--- src/hw/rtl/autofocus_sweep_sequencer_assert.svh ---
// Assertion macros shared by the autofocus sweep sequencer RTL.
// Plain text macros only; no package or module dependencies.
`ifndef AUTOFOCUS_SWEEP_SEQUENCER_ASSERT_SVH
`define AUTOFOCUS_SWEEP_SEQUENCER_ASSERT_SVH

// Same-cycle implication, disabled while reset is high.
`define AFSS_ASSERT_IMPL(label, clk, rst, ante, cons) \
  label: assert property (@(posedge clk) disable iff (rst) (ante) |-> (cons)) \
    else $error("afss: same-cycle check failed");

// Next-cycle implication, disabled while reset is high.
`define AFSS_ASSERT_NEXT(label, clk, rst, ante, cons) \
  label: assert property (@(posedge clk) disable iff (rst) (ante) |=> (cons)) \
    else $error("afss: next-cycle check failed");

`endif

--- src/hw/rtl/afss_pkg.sv ---
// Shared types, widths and codes for the autofocus sweep sequencer.
// No dependencies; imported by every module of the block.
package afss_pkg;

  localparam int DEFAULT_POSITION_BITS = 20;

  localparam int START_W    = 20;
  localparam int STEP_W     = 16;
  localparam int COUNT_W    = 8;
  localparam int EXPO_W     = 22;
  localparam int BACKLASH_W = 16;
  localparam int HFR_W      = 16;
  localparam int MODE_W     = 3;
  localparam int CMD_W      = 3;
  localparam int CFG_IDX_W  = 3;
  localparam int CFG_DATA_W = 22;

  // Configuration register indexes.
  localparam logic [CFG_IDX_W-1:0] REG_START_POSITION   = 3'd0;
  localparam logic [CFG_IDX_W-1:0] REG_STEP_SIZE        = 3'd1;
  localparam logic [CFG_IDX_W-1:0] REG_SWEEP_COUNT      = 3'd2;
  localparam logic [CFG_IDX_W-1:0] REG_EXPOSURE_MS      = 3'd3;
  localparam logic [CFG_IDX_W-1:0] REG_BACKLASH         = 3'd4;
  localparam logic [CFG_IDX_W-1:0] REG_INITIAL_BEST_HFR = 3'd5;

  // Register values after reset. 25344 is 99.0 pixels in Q8.8.
  localparam logic [START_W-1:0]    RST_START_POSITION   = 20'd36000;
  localparam logic [STEP_W-1:0]     RST_STEP_SIZE        = 16'd50;
  localparam logic [COUNT_W-1:0]    RST_SWEEP_COUNT      = 8'd10;
  localparam logic [EXPO_W-1:0]     RST_EXPOSURE_MS      = 22'd2000;
  localparam logic [BACKLASH_W-1:0] RST_BACKLASH         = 16'd100;
  localparam logic [HFR_W-1:0]      RST_INITIAL_BEST_HFR = 16'd25344;

  // Input event codes.
  localparam logic [MODE_W-1:0] MODE_START      = 3'd0;
  localparam logic [MODE_W-1:0] MODE_RESET_DONE = 3'd1;
  localparam logic [MODE_W-1:0] MODE_POS_DONE   = 3'd2;
  localparam logic [MODE_W-1:0] MODE_EXPO_DONE  = 3'd3;
  localparam logic [MODE_W-1:0] MODE_HFR        = 3'd4;
  localparam logic [MODE_W-1:0] MODE_REFUSED    = 3'd5;
  localparam logic [MODE_W-1:0] MODE_ALERT      = 3'd6;
  localparam logic [MODE_W-1:0] MODE_ABORT      = 3'd7;

  // Output command codes.
  localparam logic [CMD_W-1:0] CMD_NONE        = 3'd0;
  localparam logic [CMD_W-1:0] CMD_FRAME_RESET = 3'd1;
  localparam logic [CMD_W-1:0] CMD_MOVE        = 3'd2;
  localparam logic [CMD_W-1:0] CMD_EXPOSE      = 3'd3;
  localparam logic [CMD_W-1:0] CMD_MEASURE     = 3'd4;
  localparam logic [CMD_W-1:0] CMD_FINISHED    = 3'd5;
  localparam logic [CMD_W-1:0] CMD_ABORTED     = 3'd6;

  typedef struct packed {
    logic [START_W-1:0]    start_position;
    logic [STEP_W-1:0]     step_size;
    logic [COUNT_W-1:0]    sweep_count;
    logic [EXPO_W-1:0]     exposure_ms;
    logic [BACKLASH_W-1:0] backlash;
    logic [HFR_W-1:0]      initial_best_hfr;
  } cfg_t;

endpackage

--- src/hw/rtl/afss_cfg.sv ---
// Configuration register file of the autofocus sweep sequencer.
// Depends on afss_pkg for register indexes, widths and reset values.
module afss_cfg (
  input  logic                             clk,
  input  logic                             rst,
  input  logic                             cfg_we,
  input  logic [afss_pkg::CFG_IDX_W-1:0]   cfg_index,
  input  logic [afss_pkg::CFG_DATA_W-1:0]  cfg_data,
  output afss_pkg::cfg_t                   cfg
);
  import afss_pkg::*;

  cfg_t regs;

  // Writes to indexes past the last register are dropped.
  always_ff @(posedge clk) begin
    if (rst) begin
      regs.start_position   <= RST_START_POSITION;
      regs.step_size        <= RST_STEP_SIZE;
      regs.sweep_count      <= RST_SWEEP_COUNT;
      regs.exposure_ms      <= RST_EXPOSURE_MS;
      regs.backlash         <= RST_BACKLASH;
      regs.initial_best_hfr <= RST_INITIAL_BEST_HFR;
    end else if (cfg_we) begin
      unique case (cfg_index)
        REG_START_POSITION:   regs.start_position   <= cfg_data[START_W-1:0];
        REG_STEP_SIZE:        regs.step_size        <= cfg_data[STEP_W-1:0];
        REG_SWEEP_COUNT:      regs.sweep_count      <= cfg_data[COUNT_W-1:0];
        REG_EXPOSURE_MS:      regs.exposure_ms      <= cfg_data[EXPO_W-1:0];
        REG_BACKLASH:         regs.backlash         <= cfg_data[BACKLASH_W-1:0];
        REG_INITIAL_BEST_HFR: regs.initial_best_hfr <= cfg_data[HFR_W-1:0];
        default: ;
      endcase
    end
  end

  assign cfg = regs;

endmodule

--- src/hw/rtl/afss_core.sv ---
// Sequencer state and the per-event transition logic of the autofocus sweep.
// Depends on afss_pkg for codes, widths and the configuration struct.
module afss_core #(
  parameter int POSITION_BITS = afss_pkg::DEFAULT_POSITION_BITS
) (
  input  logic                          clk,
  input  logic                          rst,
  input  logic                          step,
  input  logic [afss_pkg::MODE_W-1:0]   mode,
  input  logic [afss_pkg::HFR_W-1:0]    hfr,
  input  afss_pkg::cfg_t                cfg,
  output logic [afss_pkg::CMD_W-1:0]    command,
  output logic [POSITION_BITS-1:0]      target_position,
  output logic [afss_pkg::EXPO_W-1:0]   exposure_time,
  output logic [POSITION_BITS-1:0]      best_position,
  output logic [afss_pkg::HFR_W-1:0]    best_hfr,
  output logic [afss_pkg::COUNT_W-1:0]  sweep_index,
  output logic                          busy_res
);
  import afss_pkg::*;

  localparam logic [3:0] PH_IDLE               = 4'd0;
  localparam logic [3:0] PH_WAIT_RESET         = 4'd1;
  localparam logic [3:0] PH_WAIT_BACKLASH      = 4'd2;
  localparam logic [3:0] PH_WAIT_START         = 4'd3;
  localparam logic [3:0] PH_WAIT_EXPOSURE      = 4'd4;
  localparam logic [3:0] PH_WAIT_HFR           = 4'd5;
  localparam logic [3:0] PH_WAIT_NEXT          = 4'd6;
  localparam logic [3:0] PH_WAIT_BACKLASH_BEST = 4'd7;
  localparam logic [3:0] PH_WAIT_BEST          = 4'd8;
  localparam logic [3:0] PH_WAIT_EXPOSURE_BEST = 4'd9;

  localparam int PROD_W = COUNT_W + STEP_W;
  localparam int EXT_W  = ((POSITION_BITS > PROD_W) ? POSITION_BITS : PROD_W) + 1;
  localparam logic [EXT_W-1:0] POS_MAX_EXT =
    {{(EXT_W-POSITION_BITS){1'b0}}, {POSITION_BITS{1'b1}}};

  logic [3:0]               phase, phase_next;
  logic [COUNT_W-1:0]       point_counter, point_counter_next;
  logic [POSITION_BITS-1:0] sweep_position, sweep_position_next;
  logic [POSITION_BITS-1:0] best_pos, best_pos_next;
  logic [HFR_W-1:0]         best_hfr_q, best_hfr_next;

  logic [POSITION_BITS-1:0] start_sat;
  logic [COUNT_W-1:0]       pc_inc;
  logic [PROD_W-1:0]        offset;
  logic [POSITION_BITS-1:0] next_point;
  logic                     hfr_better;
  logic [POSITION_BITS-1:0] best_pos_upd;

  // Clamp a wide position to the top of the focuser range.
  function automatic logic [POSITION_BITS-1:0] sat_pos(input logic [EXT_W-1:0] v);
    logic [POSITION_BITS-1:0] r;
    r = v[POSITION_BITS-1:0];
    if (v > POS_MAX_EXT) r = POS_MAX_EXT[POSITION_BITS-1:0];
    return r;
  endfunction

  // Position minus an amount, clamped at zero.
  function automatic logic [POSITION_BITS-1:0] below(
    input logic [POSITION_BITS-1:0] pos,
    input logic [BACKLASH_W-1:0]    amount
  );
    logic [EXT_W-1:0] pos_ext;
    logic [EXT_W-1:0] amt_ext;
    logic [EXT_W-1:0] diff;
    pos_ext = EXT_W'(pos);
    amt_ext = EXT_W'(amount);
    diff    = pos_ext - amt_ext;
    return (amt_ext >= pos_ext) ? '0 : diff[POSITION_BITS-1:0];
  endfunction

  assign start_sat = sat_pos(EXT_W'(cfg.start_position));
  assign pc_inc    = point_counter + COUNT_W'(1);
  assign offset    = {{STEP_W{1'b0}}, pc_inc} * {{COUNT_W{1'b0}}, cfg.step_size};
  assign next_point = sat_pos(EXT_W'(start_sat) + EXT_W'(offset));
  assign hfr_better = hfr < best_hfr_q;
  assign best_pos_upd = hfr_better ? sweep_position : best_pos;

  always_comb begin
    phase_next          = phase;
    point_counter_next  = point_counter;
    sweep_position_next = sweep_position;
    best_pos_next       = best_pos;
    best_hfr_next       = best_hfr_q;
    command             = CMD_NONE;
    target_position     = '0;
    exposure_time       = '0;
    unique case (mode) inside
      MODE_REFUSED, MODE_ALERT, MODE_ABORT: begin
        if (phase != PH_IDLE) begin
          phase_next = PH_IDLE;
          command    = CMD_ABORTED;
        end
      end
      MODE_START: begin
        if (phase == PH_IDLE) begin
          point_counter_next  = '0;
          sweep_position_next = start_sat;
          best_pos_next       = start_sat;
          best_hfr_next       = cfg.initial_best_hfr;
          command             = CMD_FRAME_RESET;
          phase_next          = PH_WAIT_RESET;
        end
      end
      MODE_RESET_DONE: begin
        if (phase == PH_WAIT_RESET) begin
          command         = CMD_MOVE;
          target_position = below(start_sat, cfg.backlash);
          phase_next      = PH_WAIT_BACKLASH;
        end
      end
      MODE_POS_DONE: begin
        if (phase == PH_WAIT_BACKLASH) begin
          command         = CMD_MOVE;
          target_position = start_sat;
          phase_next      = PH_WAIT_START;
        end else if (phase == PH_WAIT_START || phase == PH_WAIT_NEXT) begin
          command       = CMD_EXPOSE;
          exposure_time = cfg.exposure_ms;
          phase_next    = PH_WAIT_EXPOSURE;
        end else if (phase == PH_WAIT_BACKLASH_BEST) begin
          command         = CMD_MOVE;
          target_position = best_pos;
          phase_next      = PH_WAIT_BEST;
        end else if (phase == PH_WAIT_BEST) begin
          command       = CMD_EXPOSE;
          exposure_time = cfg.exposure_ms;
          phase_next    = PH_WAIT_EXPOSURE_BEST;
        end
      end
      MODE_EXPO_DONE: begin
        if (phase == PH_WAIT_EXPOSURE) begin
          command    = CMD_MEASURE;
          phase_next = PH_WAIT_HFR;
        end else if (phase == PH_WAIT_EXPOSURE_BEST) begin
          command    = CMD_FINISHED;
          phase_next = PH_IDLE;
        end
      end
      MODE_HFR: begin
        if (phase == PH_WAIT_HFR) begin
          // Only a strictly lower HFR replaces the best point.
          if (hfr_better) begin
            best_hfr_next = hfr;
            best_pos_next = sweep_position;
          end
          command = CMD_MOVE;
          if (point_counter < cfg.sweep_count) begin
            point_counter_next  = pc_inc;
            sweep_position_next = next_point;
            target_position     = next_point;
            phase_next          = PH_WAIT_NEXT;
          end else begin
            target_position = below(best_pos_upd, cfg.backlash);
            phase_next      = PH_WAIT_BACKLASH_BEST;
          end
        end
      end
      default: ;
    endcase
  end

  assign best_position = best_pos_next;
  assign best_hfr      = best_hfr_next;
  assign sweep_index   = point_counter_next;
  assign busy_res      = (phase_next != PH_IDLE);

  always_ff @(posedge clk) begin
    if (rst) begin
      phase          <= PH_IDLE;
      point_counter  <= '0;
      sweep_position <= '0;
      best_pos       <= '0;
      best_hfr_q     <= '1;
    end else if (step) begin
      phase          <= phase_next;
      point_counter  <= point_counter_next;
      sweep_position <= sweep_position_next;
      best_pos       <= best_pos_next;
      best_hfr_q     <= best_hfr_next;
    end
  end

endmodule

--- src/hw/rtl/autofocus_sweep_sequencer.sv ---
// Top level of the autofocus sweep sequencer: event input register, result register.
// Depends on afss_pkg, afss_cfg, afss_core and autofocus_sweep_sequencer_assert.svh.
//
//   Channel   Direction  Payload
//   s_*       in         tuser: mode; tdata: hfr
//   m_*       out        tuser: command; tdata: target, exposure, best point, index, busy
//   cfg_*     in         register index and write data, no read-back
//
// One item per cycle is sustained while m_tready is high. An accepted item waits in the input
// register until the output register is empty or drained, then its result loads there and
// m_tvalid rises. The transition (one 8x16 multiply, an add and a saturating compare) is
// combinational between the two registers. Reset (rst, synchronous) empties both and idles the
// sequencer. A stalled m_tready holds the result; an empty input register still takes an item.
`include "autofocus_sweep_sequencer_assert.svh"

module autofocus_sweep_sequencer #(
  parameter int POSITION_BITS = afss_pkg::DEFAULT_POSITION_BITS
) (
  input  logic                            clk,
  input  logic                            rst,
  // Event input.
  input  logic                            s_tvalid,
  output logic                            s_tready,
  input  logic [afss_pkg::MODE_W-1:0]     s_tuser,  // [2:0] mode
  input  logic [afss_pkg::HFR_W-1:0]      s_tdata,  // [15:0] hfr
  // Result output.
  output logic                            m_tvalid,
  input  logic                            m_tready,
  output logic [afss_pkg::CMD_W-1:0]      m_tuser,  // [2:0] command
  // From bit 0: target_position, exposure_time, best_position, best_hfr, sweep_index,
  // busy_res, then zero fill to a whole byte.
  output logic [((2*POSITION_BITS + afss_pkg::EXPO_W + afss_pkg::HFR_W
                  + afss_pkg::COUNT_W + 1 + 7) / 8) * 8 - 1:0] m_tdata,
  // Configuration writes.
  input  logic                            cfg_we,
  input  logic [afss_pkg::CFG_IDX_W-1:0]  cfg_index,
  input  logic [afss_pkg::CFG_DATA_W-1:0] cfg_data
);
  import afss_pkg::*;

  localparam int PACK_W = 2*POSITION_BITS + EXPO_W + HFR_W + COUNT_W + 1;
  localparam int DATA_W = ((PACK_W + 7) / 8) * 8;

  cfg_t cfg;

  // Input register.
  logic               s1_valid;
  logic [MODE_W-1:0]  s1_mode;
  logic [HFR_W-1:0]   s1_hfr;
  logic               advance;

  // Results of the transition for the event in the input register.
  logic [CMD_W-1:0]         r_command;
  logic [POSITION_BITS-1:0] r_target;
  logic [EXPO_W-1:0]        r_expo;
  logic [POSITION_BITS-1:0] r_best_pos;
  logic [HFR_W-1:0]         r_best_hfr;
  logic [COUNT_W-1:0]       r_index;
  logic                     r_busy;

  // Output register.
  logic                     out_valid;
  logic [CMD_W-1:0]         out_command;
  logic [POSITION_BITS-1:0] out_target;
  logic [EXPO_W-1:0]        out_expo;
  logic [POSITION_BITS-1:0] out_best_pos;
  logic [HFR_W-1:0]         out_best_hfr;
  logic [COUNT_W-1:0]       out_index;
  logic                     out_busy;

  // The held command is one that may come with an idle sequencer.
  logic                     out_cmd_terminal;

  afss_cfg u_cfg (
    .clk       (clk),
    .rst       (rst),
    .cfg_we    (cfg_we),
    .cfg_index (cfg_index),
    .cfg_data  (cfg_data),
    .cfg       (cfg)
  );

  // The held event moves on when the output register is empty or is being drained;
  // that same edge commits the sequencer state.
  assign advance  = s1_valid && (!out_valid || m_tready);
  assign s_tready = !s1_valid || advance;

  afss_core #(
    .POSITION_BITS (POSITION_BITS)
  ) u_core (
    .clk             (clk),
    .rst             (rst),
    .step            (advance),
    .mode            (s1_mode),
    .hfr             (s1_hfr),
    .cfg             (cfg),
    .command         (r_command),
    .target_position (r_target),
    .exposure_time   (r_expo),
    .best_position   (r_best_pos),
    .best_hfr        (r_best_hfr),
    .sweep_index     (r_index),
    .busy_res        (r_busy)
  );

  always_ff @(posedge clk) begin
    if (rst) begin
      s1_valid <= 1'b0;
    end else if (s_tready) begin
      s1_valid <= s_tvalid;
    end
  end

  always_ff @(posedge clk) begin
    if (s_tready && s_tvalid) begin
      s1_mode <= s_tuser;
      s1_hfr  <= s_tdata;
    end
  end

  always_ff @(posedge clk) begin
    if (rst) begin
      out_valid <= 1'b0;
    end else if (advance) begin
      out_valid <= 1'b1;
    end else if (m_tready) begin
      out_valid <= 1'b0;
    end
  end

  always_ff @(posedge clk) begin
    if (advance) begin
      out_command  <= r_command;
      out_target   <= r_target;
      out_expo     <= r_expo;
      out_best_pos <= r_best_pos;
      out_best_hfr <= r_best_hfr;
      out_index    <= r_index;
      out_busy     <= r_busy;
    end
  end

  assign m_tvalid = out_valid;
  assign m_tuser  = out_command;
  assign m_tdata  = DATA_W'({out_busy, out_index, out_best_hfr, out_best_pos,
                             out_expo, out_target});

  assign out_cmd_terminal = (out_command == CMD_NONE) || (out_command == CMD_FINISHED)
                            || (out_command == CMD_ABORTED);

  // Once idle, only the terminal reports or no command can be issued.
  `AFSS_ASSERT_IMPL(a_idle_cmd, clk, rst, out_valid && !out_busy, out_cmd_terminal)
  // A target is only reported with a move command.
  `AFSS_ASSERT_IMPL(a_target_move, clk, rst, out_valid && out_command != CMD_MOVE, out_target == '0)
  // An exposure time is only reported with an exposure command.
  `AFSS_ASSERT_IMPL(a_expo_cmd, clk, rst, out_valid && out_command != CMD_EXPOSE, out_expo == '0)
  // Every event that leaves the input register shows up as a result.
  `AFSS_ASSERT_NEXT(a_advance_out, clk, rst, advance, out_valid)

endmodule
--- config.mk ---
export PLATFORM = sky130hd
export DESIGN_NAME = autofocus_sweep_sequencer
export DESIGN_NICKNAME = d
export VERILOG_FILES = /design/src/hw/rtl/afss_pkg.sv /design/src/hw/rtl/afss_cfg.sv /design/src/hw/rtl/afss_core.sv /design/src/hw/rtl/autofocus_sweep_sequencer.sv
export VERILOG_INCLUDE_DIRS = /design/src /design/src/hw/rtl
export SDC_FILE = /design/constraint.sdc
export NUM_CORES = 1
export LEC_CHECK = 0
export BUFFER_PORTS_ARGS = -buffer_cell sky130_fd_sc_hd__buf_2
export CAP_MARGIN = 30
export CORE_MARGIN = 5
export CORE_UTILIZATION = 55
export DETAILED_ROUTE_END_ITERATION = 7
export PLACE_DENSITY = 0.74
export SYNTH_ARGS = -nofsm -noshare
export SYNTH_HDL_FRONTEND = slang
export SYNTH_SLANG_ARGS = --single-unit
--- constraint.sdc ---
create_clock -name clk -period 16.1 [get_ports clk]
set_input_delay 0 -clock clk [delete_from_list [all_inputs] [get_ports clk]]
set_output_delay 0 -clock clk [all_outputs]
set_load 0.005 [all_outputs]
# Word level (Yosys, flattened, before mapping)
# Cells that the tools add are included.
[totals]
word_cells = 134
ff_bits = 277
output_inout_bits = 93
[op_classes]
n_reduce_logical = 23
muxes = 54
n_mul = 1
magnitude_cmp = 5
bitwise_logic = 1
n_eq_ne = 24
add_sub_neg = 4
[ops]
columns = ["op", "n"]
rows = [
  ["$mux W20", 15],
  ["$pmux W20 S2", 2],
  ["$mux W22", 3],
  ["$pmux W20 S3", 1],
  ["$mux W16", 3],
  ["$ge A16 B20 Y1", 2],
  ["$mux W4", 10],
  ["$sub A20 B16 Y20", 2],
  ["$pmux W16 S2", 1],
  ["$add A20 B24 Y25", 1],
  ["$gt A25 B20 Y1 const B", 1],
  ["$mul A8 B16 Y24", 1],
  ["$mux W8", 3],
  ["$pmux W4 S6", 1],
  ["$eq A3 B3 Y1 const B", 6],
  ["$mux W3", 6],
  ["$pmux W3 S6", 1],
  ["$eq A4 B3 Y1 const B", 4],
  ["$lt A16 B16 Y1", 1],
  ["$pmux W8 S2", 1],
  ["$eq A3 B2 Y1 const B", 4],
  ["$reduce_and A2 Y1", 6],
  ["$add A8 B1 Y8 const B", 1],
  ["$eq A4 B2 Y1 const B", 2],
  ["18 further kinds", 34],
]

# Logic depth before layout (Yosys ltp)
# Gate-level depths: netlist of run 1.
[depth]
ltp_word = 8
depth_mapped = 25
ltp_nobuf = 22

# By module
# From an unflattened synthesis of run 1, not the netlist that was laid out.
[unflattened]
hier_cells = 2054
area_unflattened_um2 = 19319.8
[modules_own_cells]
columns = ["mod", "seq_area_each_um2", "area_per_inst_um2", "instances", "cells_per_inst"]
rows = [
  ["afss_core", 1361.3, 11975.2, 1, 1561],
  ["afss_cfg", 1961.9, 3948.8, 1, 371],
  ["autofocus_sweep_sequencer", 3313.2, 3395.8, 1, 122],
]

# Least setup slack after synthesis of run 1
# No wires, ideal clock.
[synth_timing]
path_type = "flip-flop to flip-flop"
from = "register u_core.point_counter[0]"
to = "register out_target[19], data pin"
path_stages_with_launch = 23
path_buffers = 1
setup_slack_ns = 9.976
period_less_slack_ns = 6.124
setup_ns = 0.272
arrival_time_ns = 5.852
path_cell_list = "dfxtp_1 ha_1 nand3_1 nor2_1 xnor2_1 clkbuf_1 nand2b_1 fa_1 fa_1 inv_1 fa_1 inv_1 fa_1 inv_1 ha_1 a21oi_1 o211ai_1 a211oi_2 nor3_1 nor3_1 nor2_1 o31a_1 or4_1"
[synth_between]
elab_chain_len = 8
elab_cells_between_ends = 9
[synth_rtl]
columns = ["item", "line", "text"]
rows = [
  ["start: declaration", "afss_core.sv:39", "logic [COUNT_W-1:0] point_counter, point_counter_next;"],
  ["start signal: assignment", "afss_core.sv:178", "point_counter <= point_counter_next;"],
  ["$add A8 B1 Y8", "afss_core.sv:74", "assign pc_inc = point_counter + COUNT_W'(1);"],
  ["$mul A8 B16 Y24", "afss_core.sv:75", "assign offset = {{STEP_W{1'b0}}, pc_inc} * {{COUNT_W{1'b0}}, cfg.step_size};"],
  ["$add A20 B24 Y25", "afss_core.sv:76", "assign next_point = sat_pos(EXT_W'(start_sat) + EXT_W'(offset));"],
  ["$gt A25 B20 Y1", "afss_core.sv:55", "if (v > POS_MAX_EXT) r = POS_MAX_EXT[POSITION_BITS-1:0];"],
  ["$mux W20", "afss_core.sv:55", ""],
  ["$mux W20 *", "afss_core.sv:149", "if (point_counter < cfg.sweep_count) begin"],
  ["$mux W20 *", "afss_core.sv:142", "if (phase == PH_WAIT_HFR) begin"],
  ["$pmux W20 S3 *", "afss_core.sv:89", "unique case (mode) inside"],
  ["via r_target[19]", "autofocus_sweep_sequencer.sv:54", "logic [POSITION_BITS-1:0] r_target;"],
  ["end signal: assignment", "autofocus_sweep_sequencer.sv:134", "out_target <= r_target;"],
  ["end: declaration", "autofocus_sweep_sequencer.sv:64", "logic [POSITION_BITS-1:0] out_target;"],
]
# The timed path passes the listed nets; every way through them passes the cells marked *.
# A chain may end at the register's enable or synchronous reset.

# Worst setup path in the final report of run 1
[layout_timing]
from = "register u_core.point_counter[0]"
to = "register out_target[16], data pin"
# The elaborated chain is that of the path after synthesis.

==> impl_metrics.json, run 1 <==
{
  "outcome": "finished clean",
  "synth_area_leaders": "dfxtp_1 (18%), edfxtp_1 (17%), fa_1 (11%), ha_1 (6.9%), nand2_1 (5.8%)",
  "ios": 142,
  "syn_area_per_cell_um2": 9.00,
  "p_leak_nw": 9.34,
  "finalClockSkew_ns": 0.0109,
  "grt_pass1_vias": 15999,
  "cts_sinks": 277,
  "fill_cells": 2839,
  "hold_viol": 0,
  "maxCapViolCount": 0,
  "track_usage_pct": 29.1,
  "dieArea_um2": 37900,
  "layout_setup_ws_ns": 8.76,
  "synth_nets": 2345,
  "vias": 16525,
  "slew_headroom_pct": 33.3,
  "synth-main-ff-cell": "dfxtp_1",
  "yosys_warnings": 0,
  "ys_ff_latch": 277,
  "hpwl_mm": 41.5,
  "drtIter0Drc": 1737,
  "row_count": 67,
  "wl_per_cell_um": 21.2,
  "synth_area_leader_cell": "dfxtp_1",
  "grt_pass1_wl_mm": 88.9,
  "first_pass_iters": 7,
  "finalPower_mw": 1.79,
  "drt-total-wl_mm": 57.3,
  "postRouteAntennaNets": 0,
  "synth_largest_type_area_fraction_pct": 17.9,
  "crit_path_max_fanout": 24,
  "drive_above_1_share_pct": 10.9,
  "place_congestion": 1.00,
  "cts_tree": "done",
  "peakVddDrop_mv": 0.0809,
  "ctsResizeCount": 0,
  "ctsHtreeMaxLevel": 1,
  "path_clk_slew_ns": 0.06,
  "die_height_um": 195,
  "endpoint_kind": "register",
  "period_share_pct": 45.6,
  "report.final.setup_viol": 0,
  "ys_seq_area_share_pct": 35.3,
  "area_delta_synth_final_pct": 13.5,
  "min_path_type": "primary input to register",
  "portBuffers": 140,
  "crit_type": "register to register",
  "insertion_delay_ns": 0.57,
  "clock_tree.root_cell": "clkbuf_16",
  "syn_area_um2": 18800,
  "fin_crit_ns": 7.34,
  "synth-async-reset-ratio_pct": 0,
  "clock_path_buffers": 3,
  "cts_buffers": 30,
  "critPathLaunchType": "register",
  "synth_edf_count": 109,
  "grt_antenna_before_repair": 3,
  "crit_arrival_ns": 7.62,
  "tns_ns": 0,
  "die_x_um": 195,
  "worst_pin_slew_ns": 1.00,
  "grt_setup_unrepaired": "false",
  "finish.net_count": 2486,
  "p_per_area_nw_per_um2": 83.8,
  "clock.fmax_mhz": 136,
  "placed_area_um2": 19900,
  "drt-vias-per-instance": 6.11,
  "drv_slew": 0,
  "dp_slack_ns": 8.91,
  "gr-total-overflow": 0,
  "cp.required_ns": 16.38,
  "core_area_um2": 33600,
  "route.detailed.drc": 0,
  "start_util_pct": 55.9,
  "final_area_um2": 21300,
  "grt_start_max_net_pins": 79,
  "syn-instance-count": 2087,
  "ys_types": 73
}
through the flow:
| stage | hold WS [ns] | util (%) | std cells |
|---|---|---|---|
| floorplan | 0.0989 | - | 2087 |
| global placement | 0.177 | 59.0 | 2594 |
| detailed placement | 0.178 | 59.1 | 2597 |
| CTS | 0.0212 | 63.4 | 2700 |
| global route | 0.0736 | 63.4 | 2703 |
| finish | 0.0516 | 63.4 | 2704 |
cell families after synthesis:
kind of cell / share of synthesized area (%)
fa+ha+maj: 18.2
xor+xnor: 2.19
flops: 35.3
simple gates: 17.7
other cells: 0.0200
buf+inv: 6.74
compound gates: 18.1
mux: 1.79
layout make-up:
cell class | count | area (um^2) | area share [%]
Tap cell | 448 | 561 | 2.63
Clock inverter | 13 | 131 | 0.617
Timing Repair Buffer | 210 | 1370 | 6.41
Antenna cell | 4 | 10.0 | 0.0470
Multi-Input combinational cell | 1477 | 10900 | 51.1
Clock buffer | 43 | 831 | 3.90
Sequential cell | 277 | 6640 | 31.1
Inverter | 232 | 876 | 4.11
critical path: stages (launching register included):
cell and delay, ns:
dfxtp_1 0.83, ha_1 0.35, nand3_1 0.14, nor2_1 0.17
xnor2_1 0.14, buf_4 0.28, nand2b_1 0.17, fa_1 0.46
fa_1 0.50, inv_1 0.05, fa_1 0.47, inv_1 0.05
fa_1 0.47, inv_1 0.04, ha_1 0.32, a21oi_1 0.27
o211ai_1 0.20, a211oi_2 0.48, a21oi_1 0.17, nor4_1 0.19
o221ai_1 0.25, buf_4 0.25, nor4_1 0.54, o221ai_1 0.23
Yosys cell counts, types with 47 or more instances:
library cell and instances:
clkbuf_1 93, nor2b_1 47, and2_1 67, inv_1 232, nor2_1 92, a211oi_1 47
a21oi_1 161, o21ai_0 63, edfxtp_1 109, dfxtp_1 168, ha_1 103, fa_1 106
nand2_1 290
flip-flops by register name, indices dropped and copies added (netlist names), 3 cells and up:
| name | count |
|---|---|
| out_best_pos | 20 |
| u_core.phase | 4 |
| u_core.best_pos | 20 |
| out_best_hfr | 16 |
| m_tuser | 3 |
| out_target | 20 |
| s1_hfr | 16 |
| s1_mode | 3 |
| u_core.point_counter | 8 |
| u_cfg.cfg | 98 |
| u_core.best_hfr_q | 16 |
| out_expo | 22 |
| u_core.sweep_position | 20 |
| out_index | 8 |
path summary, 6_finish.rpt:
path	from	endpoint	slack [ns]	cells after the start
min	cfg_index[1]	u_cfg.cfg[55]$_SDFFE_PP1P_	0.05	4
max	u_core.point_counter[0]$_SDFFE_PP0P_	out_target[16]$_DFFE_PP_	8.76	23
max reg2reg	u_core.point_counter[0]$_SDFFE_PP0P_	out_target[16]$_DFFE_PP_	8.76	23
min reg2reg	u_cfg.cfg[53]$_SDFFE_PP0P_	u_cfg.cfg[53]$_SDFFE_PP0P_	0.45	2
layer usage:
| layer | track usage [%] | vias up | share of wire, % |
|---|---|---|---|
| met5 | 0 | - | 0 |
| met4 | 11.1 | 0 | 4.5 |
| met3 | 5.00 | 152 | 9.8 |
| met2 | 46.4 | 878 | 45 |
| met1 | 40.0 | 7908 | 41 |
| li1 | - | 7587 | - |
placed cells by master (no fill, tap or decap), types with 37 or more instances in the layout:
cell and n:
o21ai_0 63, nor2b_1 47, nand2b_1 37, nand2_1 290, ha_1 103, a211oi_1 47, inv_1 231, edfxtp_1 109
dfxtp_1 168, buf_2 139, and2_1 67, nand3_1 41, fa_1 106, a222oi_1 43, nor2_1 92, dlygate4sd3_1 47
a21oi_1 161
timing repair:
action / in CTS / in global routing
endpoints found under the setup margin: 0 / 0
hold buffers: 47 / 0
buffers inserted: 0 / 0
endpoints found under the hold margin: 121 / 0
where the power goes:
| part | internal [mW] | total (mW) | switching [mW] |
|---|---|---|---|
| sequential | 0.758 | 0.782 | 0.0239 |
| clock | 0.391 | 0.680 | 0.288 |
| combinational | 0.117 | 0.325 | 0.207 |
Note: power is estimated with default switching activity, not from simulation.
==> run 2, diff against run 1 <==
Settings changed: ABC_AREA set to 1.
Clock period 16.1 ns to 6.8 ns, I/O delays scaled along.
==> impl_metrics.json, run 2 <==
{
  "synth_area_leaders": "dfxtp_1 (17%), edfxtp_1 (17%), fa_1 (11%), nand2_1 (8.0%), inv_1 (7.6%)",
  "endpoint_kind": "register",
  "finalPower_mw": 4.66,
  "final_util_pct": 62.9,
  "synth_largest_type_area_fraction_pct": 17.5,
  "area_delta_synth_final_pct": 13.0,
  "path_buf_inv": 6,
  "p_per_area_nw_per_um2": 214,
  "ctsHtreeMaxLevel": 1,
  "drive_above_1_share_pct": 10.2,
  "antenna_cells": 0,
  "synthTopCellsByCount": "nand2_1 (412), inv_1 (388), a21oi_1 (247), o21ai_0 (230), nor2_1 (215)",
  "postRouteAntennaNets": 0,
  "crit_path_max_fanout": 18,
  "grt_setup_unrepaired": "false",
  "ys_ff_latch": 277,
  "cp_top_family": "adder cells",
  "track_usage_pct": 33.5,
  "gr-total-overflow": 0,
  "hpwl_mm": 50.5,
  "crit_arrival_ns": 6.64,
  "fin_crit_ns": 6.32,
  "syn_area_um2": 19200,
  "cp.required_ns": 7.12,
  "row_count": 68,
  "finalClockSkew_ns": 0.0142,
  "report.final.setup_viol": 0,
  "crit_top_cell": "nand2_1",
  "clock.fmax_mhz": 158,
  "crit_type": "register to register",
  "synth-main-ff-cell": "dfxtp_1",
  "synth_edf_count": 109,
  "period_share_pct": 93.0,
  "die_height_um": 197,
  "ys_types": 54,
  "drtIter0Drc": 2086,
  "route.detailed.drc": 28,
  "failed_checks": "design-rule violations",
  "maxCapViolCount": 0,
  "grt_antenna_before_repair": 0,
  "place_congestion": 1.10,
  "insertion_delay_ns": 0.58,
  "drt-total-wl_mm": 66.5,
  "min_path_type": "primary input to register",
  "layout_commonest_cell": "nand2_1",
  "cts_sinks": 277,
  "yosys_warnings": 0,
  "syn-instance-count": 2463,
  "cts_tree": "done",
  "die_x_um": 197,
  "grt_pass1_wl_mm": 101,
  "synth_nets": 2721,
  "grt_start_max_net_pins": 82,
  "vias": 18123,
  "portBuffers": 140,
  "worst_pin_slew_ns": 1.01,
  "start_util_pct": 55.7,
  "ios": 142,
  "layout_common_cells": "nand2_1 (411), inv_1 (385), a21oi_1 (247)",
  "critPathLaunchType": "register",
  "placed_area_um2": 20200,
  "clock_tree.root_cell": "clkbuf_16",
  "drv_slew": 0,
  "core_area_um2": 34500,
  "path_clk_slew_ns": 0.07,
  "drt-vias-per-instance": 5.88,
  "first_pass_iters": 8,
  "syn_area_per_cell_um2": 7.81,
  "p_leak_nw": 10.2,
  "wl_per_cell_um": 21.6,
  "finish.net_count": 2861,
  "final_area_um2": 21700,
  "clock_path_buffers": 3,
  "peakVddDrop_mv": 0.254,
  "hold_viol": 0,
  "dieArea_um2": 38800,
  "largest_reg_flops": 98,
  "outcome": "finished with violations",
  "max_stage_delay_ns": 0.51,
  "yosysMostFrequentCell": "nand2_1",
  "grt_pass1_vias": 17271,
  "synth_area_leader_cell": "dfxtp_1",
  "slowest_stage": "fa_1",
  "cts_buffers": 30,
  "tns_ns": 0,
  "synth-async-reset-ratio_pct": 0,
  "slew_headroom_pct": 32.4,
  "ys_seq_area_share_pct": 34.5
}
[run 2: cell count changes in the layout (fill, tap and decap cells not counted), sizes merged, moves of 17 or more]
| cell | previous run | this run |
|---|---|---|
| o21ai | 66 | 244 |
| inv | 235 | 399 |
| nand2 | 290 | 431 |
| nor2 | 92 | 227 |
| a21oi | 163 | 252 |
| and2 | 68 | 0 |
| nand3 | 41 | 94 |
| nor2b | 47 | 0 |
| a211oi | 49 | 4 |
| a222oi | 43 | 0 |
| nand2b | 37 | 0 |
| mux2 | 20 | 0 |
| and3 | 18 | 1 |
[run 2: cell families after synthesis]
group | after synthesis | synth area share [%]
AOI/OAI and AO/OA | 606 | 17.3
xor gates and xnor gates | 45 | 2.05
adders and majority gates | 209 | 17.7
buffers and inverters | 501 | 10.1
DFF | 277 | 34.5
other | 1 | 0.0195
and+or+nand+nor | 824 | 18.3
[run 2: layout make-up]
| type | instances | area (um^2) |
|---|---|---|
| fill | 3074 | 12800 |
| multi-input combinational | 1685 | 10700 |
| sequential | 277 | 6640 |
| inverter | 398 | 1500 |
| timing repair buffer | 211 | 1400 |
| clock buffer | 47 | 865 |
| tap | 455 | 569 |
| clock inverter | 9 | 78.8 |
[run 2: stage by stage]
| step | setup WS (ns) | cells | hold WS, ns |
|---|---|---|---|
| final | 0.476 | 3082 | 0.0853 |
| after global routing | 0.0791 | 3082 | 0.121 |
| after CTS | 0.408 | 3078 | 0.0576 |
| after detailed placement | 0.433 | 2969 | 0.178 |
| after global placement | 0.555 | 2967 | 0.176 |
| after floorplan | 1.47 | 2463 | 0.0989 |
[run 2: repair_timing]
item | in CTS | in global routing
endpoints found under the setup margin | 0 | 35
hold endpoints to repair | 118 | 0
buffers inserted | 0 | 3
gates resized for setup | 0 | 4
hold buffers | 53 | 0
[run 2: final timing paths]
check | startpoint | end | slack, ns | cells after the start
hold reg to reg | u_cfg.cfg[51]$_SDFFE_PP0P_ | u_cfg.cfg[51]$_SDFFE_PP0P_ | 0.45 | 2
setup / recovery | u_core.point_counter[0]$_SDFFE_PP0P_ | out_target[12]$_DFFE_PP_ | 0.48 | 29
hold / removal | rst | m_tvalid$_SDFFE_PP0P_ | 0.09 | 2
setup reg to reg | u_core.point_counter[0]$_SDFFE_PP0P_ | out_target[12]$_DFFE_PP_ | 0.48 | 29
[run 2: where the power goes]
group	internal (mW)	switching (mW)	leakage, nW
logic	0.403	0.813	7.36
registers	1.81	0.0628	2.42
clock network	0.878	0.688	0.463
total	3.09	1.56	10.2
[run 2: worst register-to-register path: cells and delay by family (launching register included)]
family,cells,cell delay [ns]
buffers and inverters,6,0.65
AO/OA/AOI/OAI,2,0.34
adder cells (fa/ha/maj),6,2.53
AND/OR/NAND/NOR,15,2.14
flip-flops,1,0.41
[run 2: routing by layer]
metal | GRT usage, % | vias up | share of wire, %
met5 | 0 | - | 0
met4 | 11.2 | 0 | 4.0
met3 | 6.58 | 168 | 10
met2 | 52.9 | 1053 | 45
met1 | 46.7 | 8525 | 41
li1 | - | 8377 | -
